File: src/sv/fdpc_pkg.sv
// shared types and constants of the frame deframer with pin command decoding
package fdpc_pkg;

	localparam int NUMBER_WIDTH_DEF = 16;

	// frame header layout
	localparam logic [2:0] HDR_TYPE   = 3'd0;
	localparam logic [2:0] HDR_ID_HI  = 3'd1;
	localparam logic [2:0] HDR_ID_LO  = 3'd2;
	localparam logic [2:0] HDR_LEN_HI = 3'd3;
	localparam logic [2:0] HDR_LEN_LO = 3'd4;

	localparam logic [7:0]  TYPE_RESPONSE = 8'd0;
	localparam logic [7:0]  TYPE_HARDWARE = 8'd20;
	localparam logic [15:0] LOGIN_OK_CODE = 16'd200;
	localparam logic [15:0] MIN_CMD_BYTES = 16'd3;

	localparam logic [7:0] CHAR_V    = 8'h76;
	localparam logic [7:0] CHAR_R    = 8'h72;
	localparam logic [7:0] CHAR_W    = 8'h77;
	localparam logic [7:0] CHAR_NUL  = 8'h00;
	localparam logic [7:0] CHAR_ZERO = 8'h30;

	typedef enum logic [2:0] {
		EV_LOGIN_OK   = 3'd0,
		EV_LOGIN_FAIL = 3'd1,
		EV_READ       = 3'd2,
		EV_WRITE      = 3'd3,
		EV_CLOSE      = 3'd4
	} event_kind_t;

	typedef enum logic [4:0] {
		PH_HEADER = 5'b00001,
		PH_PREFIX = 5'b00010,
		PH_PIN    = 5'b00100,
		PH_VALUE  = 5'b01000,
		PH_SKIP   = 5'b10000
	} phase_t;

	typedef enum logic [1:0] {
		CM_NONE  = 2'd0,
		CM_READ  = 2'd1,
		CM_WRITE = 2'd2,
		CM_V     = 2'd3
	} cmd_t;

endpackage

File: src/sv/frame_deframer_pin_command_core.sv
// top level of the frame deframer with virtual pin command decoding
// Takes one received byte per beat and splits the stream into frames with a
// five-byte header (type, 16-bit id, 16-bit length, high bytes first). A
// response frame (type 0) carries a status in its length field and gives a
// login ok (200) or login failed event. A hardware frame (type 20) whose
// payload opens with "vr",NUL or "vw",NUL carries NUL-terminated decimal pin
// and value numbers; at the last payload byte it gives a read request or a
// write event. Numbers saturate at 2^NUMBER_WIDTH-1 (or at zero for digits
// below '0') and flag it. A frame id of 0 gives a close event, after which
// bytes are dropped until a beat with restart set. Other frames are skipped.
// Timing: every beat is handled combinationally by the header/payload
// parser and its digit unit, so one byte is accepted per clock; an event
// appears on the master side the cycle after the byte that causes it and
// sits in an output register, so the slave side keeps taking bytes while
// the master side is free or is being drained in the same cycle.
module frame_deframer_pin_command_core #(
	parameter int NUMBER_WIDTH = fdpc_pkg::NUMBER_WIDTH_DEF
) (
	input  logic        clk,
	input  logic        arst_n,
	input  logic        s_tvalid,
	output logic        s_tready,
	input  logic [7:0]  s_tdata,  // [7:0] rx_byte
	input  logic [0:0]  s_tuser,  // [0] restart
	output logic        m_tvalid,
	input  logic        m_tready,
	output logic [31:0] m_tdata,  // [15:0] pin_number, [31:16] write_value
	output logic [3:0]  m_tuser   // [2:0] event_kind, [3] number_overflow
);

	localparam int ExtW = (NUMBER_WIDTH > 16) ? NUMBER_WIDTH : 16;

	// parser state
	fdpc_pkg::phase_t        phase_q, phase_n;
	fdpc_pkg::cmd_t          cmd_q, cmd_n;
	logic [2:0]              hdr_cnt_q, hdr_cnt_n;
	logic [7:0]              type_q, type_n;
	logic [15:0]             id_q, id_n;
	logic [15:0]             len_q, len_n;
	logic [15:0]             pay_cnt_q, pay_cnt_n;
	logic [NUMBER_WIDTH-1:0] pin_acc_q, pin_acc_n;
	logic [NUMBER_WIDTH-1:0] val_acc_q, val_acc_n;
	logic                    closed_q, closed_n;
	logic                    ovf_q, ovf_n;

	// output register
	fdpc_pkg::event_kind_t   kind_q;
	logic [15:0]             pin_q;
	logic [15:0]             val_q;
	logic                    out_ovf_q;

	// event built from the current beat
	logic                    ev_valid;
	fdpc_pkg::event_kind_t   ev_kind;
	logic [15:0]             ev_pin;
	logic [15:0]             ev_val;
	logic                    ev_ovf;

	logic                    s_accept;
	logic [7:0]              rx_byte;
	logic                    restart;
	logic [15:0]             len_full;
	logic [15:0]             pay_inc;
	logic [NUMBER_WIDTH-1:0] dig_in;
	logic [NUMBER_WIDTH-1:0] dig_sum;
	logic                    dig_sat;
	logic [ExtW-1:0]         pin_ext;
	logic [ExtW-1:0]         val_ext;

	assign rx_byte  = s_tdata;
	assign restart  = s_tuser[0];
	assign s_tready = !m_tvalid || m_tready;
	assign s_accept = s_tvalid && s_tready;

	// one digit unit, shared by the pin and value numbers
	assign dig_in = (phase_q == fdpc_pkg::PH_VALUE) ? val_acc_q : pin_acc_q;

	fdpc_digit #(
		.NUMBER_WIDTH(NUMBER_WIDTH)
	) u_digit (
		.acc   (dig_in),
		.digit (rx_byte),
		.sum   (dig_sum),
		.sat   (dig_sat)
	);

	assign len_full = {len_q[15:8], rx_byte};
	assign pay_inc  = pay_cnt_q + 16'd1;

	always_comb begin
		phase_n   = phase_q;
		cmd_n     = cmd_q;
		hdr_cnt_n = hdr_cnt_q;
		type_n    = type_q;
		id_n      = id_q;
		len_n     = len_q;
		pay_cnt_n = pay_cnt_q;
		pin_acc_n = pin_acc_q;
		val_acc_n = val_acc_q;
		closed_n  = closed_q;
		ovf_n     = ovf_q;
		ev_valid  = 1'b0;
		ev_kind   = fdpc_pkg::EV_LOGIN_OK;
		ev_pin    = '0;
		ev_val    = '0;
		ev_ovf    = 1'b0;
		pin_ext   = ExtW'(pin_acc_n);
		val_ext   = ExtW'(val_acc_n);

		if (restart) begin
			// new connection: back to the reset state, byte dropped
			phase_n   = fdpc_pkg::PH_HEADER;
			cmd_n     = fdpc_pkg::CM_NONE;
			hdr_cnt_n = '0;
			type_n    = '0;
			id_n      = '0;
			len_n     = '0;
			pay_cnt_n = '0;
			pin_acc_n = '0;
			val_acc_n = '0;
			closed_n  = 1'b0;
			ovf_n     = 1'b0;
		end else if (!closed_q) begin
			if (phase_q == fdpc_pkg::PH_HEADER) begin
				case (hdr_cnt_q)
					fdpc_pkg::HDR_TYPE:   type_n = rx_byte;
					fdpc_pkg::HDR_ID_HI:  id_n   = {rx_byte, 8'h00};
					fdpc_pkg::HDR_ID_LO:  id_n   = {id_q[15:8], rx_byte};
					fdpc_pkg::HDR_LEN_HI: len_n  = {rx_byte, 8'h00};
					default:              len_n  = len_full;
				endcase
				if (hdr_cnt_q == fdpc_pkg::HDR_LEN_LO) begin
					// header complete: decide what the frame is
					hdr_cnt_n = '0;
					pay_cnt_n = '0;
					cmd_n     = fdpc_pkg::CM_NONE;
					pin_acc_n = '0;
					val_acc_n = '0;
					ovf_n     = 1'b0;
					if (id_q == 16'd0) begin
						closed_n = 1'b1;
						ev_valid = 1'b1;
						ev_kind  = fdpc_pkg::EV_CLOSE;
					end else if (type_q == fdpc_pkg::TYPE_RESPONSE) begin
						ev_valid = 1'b1;
						ev_kind  = (len_full == fdpc_pkg::LOGIN_OK_CODE) ?
							fdpc_pkg::EV_LOGIN_OK : fdpc_pkg::EV_LOGIN_FAIL;
					end else if (len_full != 16'd0) begin
						phase_n = (type_q == fdpc_pkg::TYPE_HARDWARE) ?
							fdpc_pkg::PH_PREFIX : fdpc_pkg::PH_SKIP;
					end
				end else begin
					hdr_cnt_n = hdr_cnt_q + 3'd1;
				end
			end else begin
				case (phase_q)
					fdpc_pkg::PH_PREFIX: begin
						if (pay_cnt_q == 16'd0) begin
							cmd_n = (rx_byte == fdpc_pkg::CHAR_V) ?
								fdpc_pkg::CM_V : fdpc_pkg::CM_NONE;
						end else if (pay_cnt_q == 16'd1) begin
							if (cmd_q == fdpc_pkg::CM_V && rx_byte == fdpc_pkg::CHAR_R) begin
								cmd_n = fdpc_pkg::CM_READ;
							end else if (cmd_q == fdpc_pkg::CM_V &&
									rx_byte == fdpc_pkg::CHAR_W) begin
								cmd_n = fdpc_pkg::CM_WRITE;
							end else begin
								cmd_n = fdpc_pkg::CM_NONE;
							end
						end else begin
							// third prefix byte must be the terminator
							if (rx_byte != fdpc_pkg::CHAR_NUL) begin
								cmd_n = fdpc_pkg::CM_NONE;
							end
							phase_n = (cmd_n == fdpc_pkg::CM_NONE) ?
								fdpc_pkg::PH_SKIP : fdpc_pkg::PH_PIN;
						end
					end
					fdpc_pkg::PH_PIN: begin
						if (rx_byte == fdpc_pkg::CHAR_NUL) begin
							phase_n = (cmd_q == fdpc_pkg::CM_WRITE) ?
								fdpc_pkg::PH_VALUE : fdpc_pkg::PH_SKIP;
						end else begin
							pin_acc_n = dig_sum;
							ovf_n     = ovf_q || dig_sat;
						end
					end
					fdpc_pkg::PH_VALUE: begin
						if (rx_byte == fdpc_pkg::CHAR_NUL) begin
							phase_n = fdpc_pkg::PH_SKIP;
						end else begin
							val_acc_n = dig_sum;
							ovf_n     = ovf_q || dig_sat;
						end
					end
					default: ;
				endcase
				pay_cnt_n = pay_inc;
				pin_ext   = ExtW'(pin_acc_n);
				val_ext   = ExtW'(val_acc_n);
				if (pay_inc >= len_q) begin
					// last payload byte of the frame
					phase_n = fdpc_pkg::PH_HEADER;
					if (pay_inc >= fdpc_pkg::MIN_CMD_BYTES) begin
						if (cmd_n == fdpc_pkg::CM_READ) begin
							ev_valid = 1'b1;
							ev_kind  = fdpc_pkg::EV_READ;
							ev_pin   = pin_ext[15:0];
							ev_ovf   = ovf_n;
						end else if (cmd_n == fdpc_pkg::CM_WRITE) begin
							ev_valid = 1'b1;
							ev_kind  = fdpc_pkg::EV_WRITE;
							ev_pin   = pin_ext[15:0];
							ev_val   = val_ext[15:0];
							ev_ovf   = ovf_n;
						end
					end
				end
			end
		end
	end

	// parser state registers, advanced on every accepted beat
	always_ff @(posedge clk or negedge arst_n) begin
		if (!arst_n) begin
			phase_q   <= fdpc_pkg::PH_HEADER;
			cmd_q     <= fdpc_pkg::CM_NONE;
			hdr_cnt_q <= '0;
			type_q    <= '0;
			id_q      <= '0;
			len_q     <= '0;
			pay_cnt_q <= '0;
			pin_acc_q <= '0;
			val_acc_q <= '0;
			closed_q  <= 1'b0;
			ovf_q     <= 1'b0;
		end else if (s_accept) begin
			phase_q   <= phase_n;
			cmd_q     <= cmd_n;
			hdr_cnt_q <= hdr_cnt_n;
			type_q    <= type_n;
			id_q      <= id_n;
			len_q     <= len_n;
			pay_cnt_q <= pay_cnt_n;
			pin_acc_q <= pin_acc_n;
			val_acc_q <= val_acc_n;
			closed_q  <= closed_n;
			ovf_q     <= ovf_n;
		end
	end

	// output valid
	always_ff @(posedge clk or negedge arst_n) begin
		if (!arst_n) begin
			m_tvalid <= 1'b0;
		end else if (s_accept && ev_valid) begin
			m_tvalid <= 1'b1;
		end else if (m_tready) begin
			m_tvalid <= 1'b0;
		end
	end

	// output payload
	always_ff @(posedge clk) begin
		if (s_accept && ev_valid) begin
			kind_q    <= ev_kind;
			pin_q     <= ev_pin;
			val_q     <= ev_val;
			out_ovf_q <= ev_ovf;
		end
	end

	assign m_tdata = {val_q, pin_q};
	assign m_tuser = {out_ovf_q, kind_q};

	// header byte counter stays within the header
	a_hdr_cnt_range: assert property (@(posedge clk) disable iff (!arst_n)
		hdr_cnt_q <= fdpc_pkg::HDR_LEN_LO)
		else $error("header byte counter out of range");

	// inside a payload the byte count is below the frame length
	a_pay_cnt_range: assert property (@(posedge clk) disable iff (!arst_n)
		phase_q != fdpc_pkg::PH_HEADER |-> pay_cnt_q < len_q)
		else $error("payload count reached frame length inside payload");

	// a closed connection produces no events
	a_closed_silent: assert property (@(posedge clk) disable iff (!arst_n)
		closed_q && !restart |-> !ev_valid)
		else $error("event produced while closed");

	// a close event leaves the parser closed
	a_close_sticks: assert property (@(posedge clk) disable iff (!arst_n)
		s_accept && ev_valid && ev_kind == fdpc_pkg::EV_CLOSE |=> closed_q)
		else $error("close event did not close the parser");

	// login and close events carry no numbers
	a_plain_event: assert property (@(posedge clk) disable iff (!arst_n)
		m_tvalid && (kind_q == fdpc_pkg::EV_LOGIN_OK || kind_q == fdpc_pkg::EV_LOGIN_FAIL ||
			kind_q == fdpc_pkg::EV_CLOSE) |-> m_tdata == 32'd0 && !out_ovf_q)
		else $error("non-command event carries data");

endmodule

File: src/sv/fdpc_digit.sv
// saturating decimal digit step: acc*10 + byte - '0', clamped to the number range
module fdpc_digit #(
	parameter int NUMBER_WIDTH = fdpc_pkg::NUMBER_WIDTH_DEF
) (
	input  logic [NUMBER_WIDTH-1:0] acc,
	input  logic [7:0]              digit,
	output logic [NUMBER_WIDTH-1:0] sum,
	output logic                    sat
);

	localparam int PW = NUMBER_WIDTH + 4;
	localparam int TW = NUMBER_WIDTH + 5;

	logic [PW-1:0] prod;
	logic [TW-1:0] raw;
	logic [TW-1:0] diff;
	logic          below;
	logic          above;

	always_comb begin
		// times ten as two shifts and an add
		prod  = (PW'(acc) << 3) + (PW'(acc) << 1);
		raw   = {1'b0, prod} + TW'(digit);
		below = raw < TW'(fdpc_pkg::CHAR_ZERO);
		diff  = raw - TW'(fdpc_pkg::CHAR_ZERO);
		above = diff[TW-1:NUMBER_WIDTH] != '0;
		sat   = below || above;
		if (below) begin
			sum = '0;
		end else if (above) begin
			sum = '1;
		end else begin
			sum = diff[NUMBER_WIDTH-1:0];
		end
	end

endmodule
File: config.mk
export PLATFORM = sky130hd
export DESIGN_NAME = frame_deframer_pin_command_core
export DESIGN_NICKNAME = d
export VERILOG_FILES = /design/src/sv/fdpc_pkg.sv /design/src/sv/frame_deframer_pin_command_core.sv /design/src/sv/fdpc_digit.sv
export SDC_FILE = /design/constraint.sdc
export NUM_CORES = 1
export LEC_CHECK = 0
export ABC_CLOCK_PERIOD_IN_PS = 5600
export BUFFER_PORTS_ARGS = -buffer_cell sky130_fd_sc_hd__buf_4
export CORE_MARGIN = 3
export CORE_UTILIZATION = 40
export CTS_CLUSTER_DIAMETER = 150
export DETAILED_ROUTE_END_ITERATION = 12
export SETUP_SLACK_MARGIN = 0.05
export SYNTH_ARGS = -nofsm -noshare
export SYNTH_HDL_FRONTEND = slang
export SYNTH_SLANG_ARGS = --single-unit
File: constraint.sdc
create_clock -name clk -period 5.6 [get_ports clk]
set_input_delay 1.68 -clock clk [delete_from_list [all_inputs] [get_ports clk]]
set_output_delay 1.68 -clock clk [all_outputs]
set_load 0.02 [all_outputs]
==> flow_metrics.env, run 1 <==
export IMPL_status="completed"
export IMPL_cts_htree_levels=4
export IMPL_syn_avg_cell_area_sq_um=9.93
export IMPL_drt_iter0_drc=626
export IMPL_place_inst=1248
export IMPL_synthTopCellsByArea="dfrtp_1 28%, edfxtp_1 12%, ha_1 7.8%"
export IMPL_synth_largest_area_cell="dfrtp_1"
export IMPL_p_int_mw=2.07
export IMPL_area_growth_pct=20.2
export IMPL_p_per_area_mw_per_mm2=291
export IMPL_nets=1066
export IMPL_die_area_sq_mm=0.0240
export IMPL_synth_edf_count=36
export IMPL_end_kind="register"
export IMPL_rrSetupSlack_ns=0.34
export IMPL_fill_cells=1983
export IMPL_worst_pin_slew_ns=1.25
export IMPL_ctsHoldBuffers=0
export IMPL_crit_arrival_ns=5.51
export IMPL_fin_crit_sh_pct=95.4
export IMPL_fin_crit_ns=5.34
export IMPL_netlist_instances=893
export IMPL_worstHoldStart="len_q[2]$_DFFE_PN0P_"
export IMPL_clockBufferDepth=2
export IMPL_max_stage_delay_ns=0.64
export IMPL_synth_nets=967
export IMPL_grt_max_degree=68
export IMPL_fmax_mhz=187
export IMPL_crit_slowest_cell="or4b_1"
export IMPL_min_path_cells=2
export IMPL_synth_area_sq_mm=0.00887
export IMPL_antenna_found_initial=0
export IMPL_timing_rr_end="val_q[2]$_SDFFCE_PP0P_"
export IMPL_setup_viol=0
export IMPL_whs_endpoint="len_q[2]$_DFFE_PN0P_"
export IMPL_seqPwrFrac_pct=41.6
export IMPL_postLayoutCoreUtil_pct=49.8
export IMPL_grt_pass1_wl_um=39600
export IMPL_grt_pass1_vias=7101
export IMPL_clock_latency_ns=0.43
export IMPL_cts_buffers=17
export IMPL_drv_cap=0
export IMPL_die_w_um=155
export IMPL_via_per_inst=5.85
export IMPL_p_comb_share_pct=23.7
export IMPL_finalHoldViolations=0
export IMPL_cts_tree="done"
export IMPL_dp_hpwl_um=17600
export IMPL_drt_wl_total_um=24300
export IMPL_routedWlPerCell_um=19.0
export IMPL_fin_skew_ns=0.0145
export IMPL_worstSetupPathType="in -> reg"
export IMPL_core_area_sq_mm=0.0214
export IMPL_vias=7484
export IMPL_yosys_cell_types_count=77
export IMPL_min_path_type="reg -> reg"
export IMPL_path_cells="buf_4 > inv_1 > fa_1 > inv_1 > ha_4 > o211ai_1 > o21ai_2 > a32o_2 > o41ai_4 > xnor2_1 > or4b_1 > o31a_1 > o31a_4 > a221o_1"
export IMPL_fp_row_count=53
export IMPL_slew_violations=0
export IMPL_power_switching_mw=1.03
export IMPL_clkPwrFrac_pct=34.7
export IMPL_peakVddDrop_uv=251
export IMPL_relSlewSlack_pct=15.9
export IMPL_cts_root_buf="clkbuf_16"
export IMPL_leakagePower_nw=4.81
export IMPL_clock_sinks=137
export IMPL_synthArstFlopShare_pct=73.7
export IMPL_pin_count=51
export IMPL_grtUsageTotal_pct=20.7
export IMPL_die_y_um=155
export IMPL_diodes=0
export IMPL_reg2reg_depth=17
export IMPL_cp_required_ns=5.77
export IMPL_synth_top_area_share_pct=28.2
export IMPL_path_common_cell="inv_1"
export IMPL_grt_setup_unrepaired="false"
export IMPL_yosysSeqAreaShare_pct=40.7
export IMPL_overflow=0
export IMPL_start_kind="input pin"
export IMPL_netSwitchingFraction_pct=33.2
export IMPL_drc_errors=0
export IMPL_clkTransAtPathRegs_ns=0.06
export IMPL_yosys_warnings=0
export IMPL_gp_congestion=0.822
export IMPL_ant_nets=0
export IMPL_drtPass1Iterations=5
export IMPL_drive_above_1_share_pct=22.5
export IMPL_initial_core_util_pct=41.4
export IMPL_portBuffers=50
export IMPL_ys_seq_elements=137
export IMPL_fin_cells=1280
export IMPL_synth_top_flop_cell="dfrtp_1"
export IMPL_cp_max_fo=16
export IMPL_worstReg2RegStart="phase_q[0]$_DFFE_PN1P_"
## stage by stage
stage / TNS, ns / instance area [sq um] / setup slack [ns] / hold WS, ns / power, mW
finish: 0 / 10700 / 0.259 / 0.474 / 3.10
global route: 0 / 10700 / 0.0679 / 0.524 / 3.29
CTS: 0 / 10700 / 0.200 / 0.483 / 3.12
detailed placement: -8.51 / 10100 / -0.239 / 0.468 / 2.04
global placement: -4.66 / 10100 / -0.158 / 0.457 / 2.02
floorplan: 0 / 9000 / 0.0506 / 0.443 / 1.81
## cell type report
cell class	count	area (sq um)	share of cell area [%]
clock buffer	18	429	4.03
clock inverter	14	124	1.16
inverter	53	199	1.87
multi-input combinational	654	4960	46.5
sequential	137	3610	33.9
tap	275	344	3.23
timing repair buffer	129	993	9.32
## Yosys cell counts, types with 17 or more instances
library cell / count
o21ai_0: 59
ha_1: 55
nor2_1: 53
nand2_1: 70
mux2_2: 24
dfrtp_1: 100
inv_1: 53
nand3_1: 17
a21oi_1: 28
a22oi_1: 21
nor3_1: 25
edfxtp_1: 36
clkbuf_1: 40
xnor2_1: 25
a221o_1: 61
## flip-flops by register name (all words and copies together) (netlist names), 2 cells and up
name and count:
pin_q 16, id_q 16, val_q 16, len_q 16, val_acc_q 16, pay_cnt_q 16
hdr_cnt_q 3, phase_q 5, kind_q 3, type_q 8, pin_acc_q 16, cmd_q 2
## worst max path at each step
stage,from,to,slack (ns),depth (start not counted)
after global placement,s_tdata[4],pin_q[3]$_SDFFCE_PP0P_,-0.16,14
after global routing,s_tdata[4],pin_q[2]$_SDFFCE_PP0P_,0.07,14
after detailed placement,s_tdata[4],pin_q[2]$_SDFFCE_PP0P_,-0.24,14
after CTS,s_tdata[4],pin_q[2]$_SDFFCE_PP0P_,0.20,14
final,s_tdata[4],val_q[2]$_SDFFCE_PP0P_,0.26,14
after floorplan,s_tdata[4],val_q[11]$_SDFFCE_PP0P_,0.05,16
## routing by layer
layer	track usage [%]	vias up	share of wire, %
met2	30.0	212	43
met3	3.39	27	5.6
met1	32.4	3648	50
met5	0	-	0
li1	-	3597	-
met4	4.37	0	1.0
## power by group through the flow
stage                     Combinational [mW]  Clock (mW)  Sequential, mW
after CTS                              0.739        1.09            1.29
after detailed placement               0.734           0            1.31
final                                  0.734        1.08            1.29
after global placement                 0.718           0            1.30
after global routing                   0.837        1.14            1.31
after floorplan                        0.535           0            1.27
## cells in the final DEF, fill, tap and decap left out, types with 15 or more instances in the layout
master / count
a21oi_1: 26
a221o_1: 61
a22o_1: 15
a22oi_1: 21
buf_4: 127
clkbuf_16: 17
dfrtp_1: 100
edfxtp_1: 36
ha_1: 51
inv_1: 49
mux2_2: 24
nand2_1: 70
nand3_1: 17
nor2_1: 53
nor3_1: 22
o21ai_0: 57
xnor2_1: 24
## cells by family after synthesis
group / after synthesis / synth area share (%)
simple gates: 263 / 15.2
flops: 137 / 40.7
xor+xnor: 35 / 3.46
mux: 30 / 3.72
buf+inv: 102 / 4.74
compound gates: 265 / 23.0
fa+ha+maj: 61 / 9.11
## timing repair
| action | in CTS | in global routing |
|---|---|---|
| gates resized for setup | 0 | 1 |
| endpoints found under the setup margin | 0 | 13 |
| setup buffers | 0 | 0 |
## worst max-delay path, delay by kind of cell
kind,cells,cell delay [ns]
AOI/OAI and AO/OA,7,2.07
and+or+nand+nor,1,0.64
xor gates and xnor gates,1,0.13
buffers and inverters,3,0.22
adders and majority gates,2,0.77
Power figures use the tool's default switching activity.
==> run 2: changes to the inputs <==
- ABC_CLOCK_PERIOD_IN_PS: 5600 -> 6700
- clock period: 5.6 -> 6.7 ns (I/O delays scaled with it)
==> flow_metrics.env, run 2 (synthesis gave the netlist of run 1 again) <==
export IMPL_clock_sinks=137
export IMPL_initial_core_util_pct=41.4
export IMPL_cts_htree_levels=4
export IMPL_vias=7272
export IMPL_dp_hpwl_um=17000
export IMPL_start_kind="input pin"
export IMPL_cts_root_buf="clkbuf_16"
export IMPL_fill_cells=2014
export IMPL_leakagePower_nw=4.50
export IMPL_cp_startpoint="s_tdata[3]"
export IMPL_routedWlPerCell_um=19.4
export IMPL_gp_congestion=0.847
export IMPL_postLayoutCoreUtil_pct=47.3
export IMPL_fin_skew_ns=0.0129
export IMPL_cts_buffers=17
export IMPL_drtPass1Iterations=5
export IMPL_tns_ns=0
export IMPL_pin_count=51
export IMPL_cts_resized=0
export IMPL_peakVddDrop_uv=173
export IMPL_min_path_type="reg -> reg"
export IMPL_die_w_um=155
export IMPL_crit_end="val_acc_q[4]$_DFFE_PN0P_"
export IMPL_worst_pin_slew_ns=0.968
export IMPL_clock_latency_ns=0.43
export IMPL_drt_iter0_drc=630
export IMPL_worstHoldStart="len_q[7]$_DFFE_PN0P_"
export IMPL_grtUsageTotal_pct=20.2
export IMPL_ant_nets=0
export IMPL_setup_viol=0
export IMPL_cp_required_ns=7.05
export IMPL_grt_pass1_vias=6984
export IMPL_fin_crit_ns=6.16
export IMPL_drc_errors=0
export IMPL_cp_max_fo=16
export IMPL_seq_area_sq_mm=0.00361
export IMPL_final_common_cell="dfrtp_1"
export IMPL_multi_input_area_sq_mm=0.00488
export IMPL_area_growth_pct=14.2
export IMPL_fin_crit_sh_pct=92.0
export IMPL_diodes=0
export IMPL_worstSetupPathType="in -> reg"
export IMPL_portBuffers=50
export IMPL_clkTransAtPathRegs_ns=0.06
export IMPL_grt_pass1_wl_um=38700
export IMPL_clockBufferDepth=2
export IMPL_die_y_um=155
export IMPL_p_per_area_mw_per_mm2=261
export IMPL_slew_violations=0
export IMPL_post_cts_setup_buffer_count=0
export IMPL_worstReg2RegStart="phase_q[2]$_DFFE_PN0P_"
export IMPL_rrSetupSlack_ns=0.62
export IMPL_crit_arrival_ns=6.52
export IMPL_fp_row_count=53
export IMPL_die_area_sq_mm=0.0240
export IMPL_end_kind="register"
export IMPL_overflow=0
export IMPL_reg2reg_depth=15
export IMPL_drt_wl_total_um=23600
export IMPL_status="completed"
export IMPL_timing_rr_end="val_acc_q[4]$_DFFE_PN0P_"
export IMPL_ctsHoldBuffers=0
export IMPL_via_per_inst=5.97
export IMPL_fmax_mhz=162
export IMPL_drv_cap=0
export IMPL_grt_max_degree=59
export IMPL_finalHoldViolations=0
export IMPL_relSlewSlack_pct=35.2
export IMPL_mostFrequentLayoutCells="100 x dfrtp_1, 70 x nand2_1, 67 x buf_4, 61 x a221o_1, 57 x o21ai_0"
export IMPL_grt_setup_unrepaired="false"
export IMPL_antenna_found_initial=0
export IMPL_drive_above_1_share_pct=16.0
export IMPL_cts_tree="done"
export IMPL_core_area_sq_mm=0.0214
export IMPL_nets=1004
-- run 2: area by class of cell --
cell class / count / share of cell area, %
multi-input combinational: 654 / 48.1
sequential: 137 / 35.6
timing repair buffer: 67 / 4.96
clock buffer: 17 / 4.20
tap: 275 / 3.40
inverter: 53 / 1.96
clock inverter: 15 / 1.72
-- run 2: worst min-delay path by stage --
stage / depth (start not counted) / endpoint / slack [ns]
floorplan: 2 / len_q[1]$_DFFE_PN0P_ / 0.44
global placement: 2 / len_q[1]$_DFFE_PN0P_ / 0.46
detailed placement: 2 / len_q[1]$_DFFE_PN0P_ / 0.47
CTS: 2 / len_q[7]$_DFFE_PN0P_ / 0.49
global route: 2 / len_q[1]$_DFFE_PN0P_ / 0.51
finish: 2 / len_q[7]$_DFFE_PN0P_ / 0.48
-- run 2: through the flow --
step | setup slack, ns | cells | total power [mW] | hold WS [ns] | instance area (sq um)
3_3_place_gp | 0.204 | 1186 | 1.68 | 0.462 | 9530
2_1_floorplan | 0.457 | 893 | 1.51 | 0.443 | 8870
3_5_place_dp | 0.153 | 1186 | 1.69 | 0.474 | 9530
5_1_grt | 0.307 | 1218 | 2.80 | 0.511 | 10100
4_1_cts | 0.574 | 1218 | 2.66 | 0.489 | 10100
6_report | 0.537 | 1218 | 2.64 | 0.481 | 10100
-- run 2: critical path, cell delays in order --
cell and delay [ns]:
buf_4 0.12, inv_1 0.08, fa_1 0.60, inv_1 0.07
ha_1 0.35, a211oi_4 0.31, o21ai_2 0.15, a32o_1 0.27
o41ai_4 0.32, xnor2_1 0.14, or4b_1 0.70, or3_4 0.46
a31oi_2 0.71, a221o_1 0.22
-- run 2: metal layers --
metal | vias to the layer above | share of wire (%) | track usage, %
li1 | 3482 | - | -
met1 | 3543 | 50 | 30.8
met2 | 223 | 43 | 29.1
met3 | 24 | 5.8 | 4.17
met4 | 0 | 1.3 | 5.17
met5 | - | 0 | 0
-- run 2: power breakdown --
part / switching, mW / internal [mW] / total [mW]
Clock: 0.434 / 0.533 / 0.967
Combinational: 0.358 / 0.233 / 0.592
Sequential: 0.111 / 0.974 / 1.09
Total: 0.904 / 1.74 / 2.64
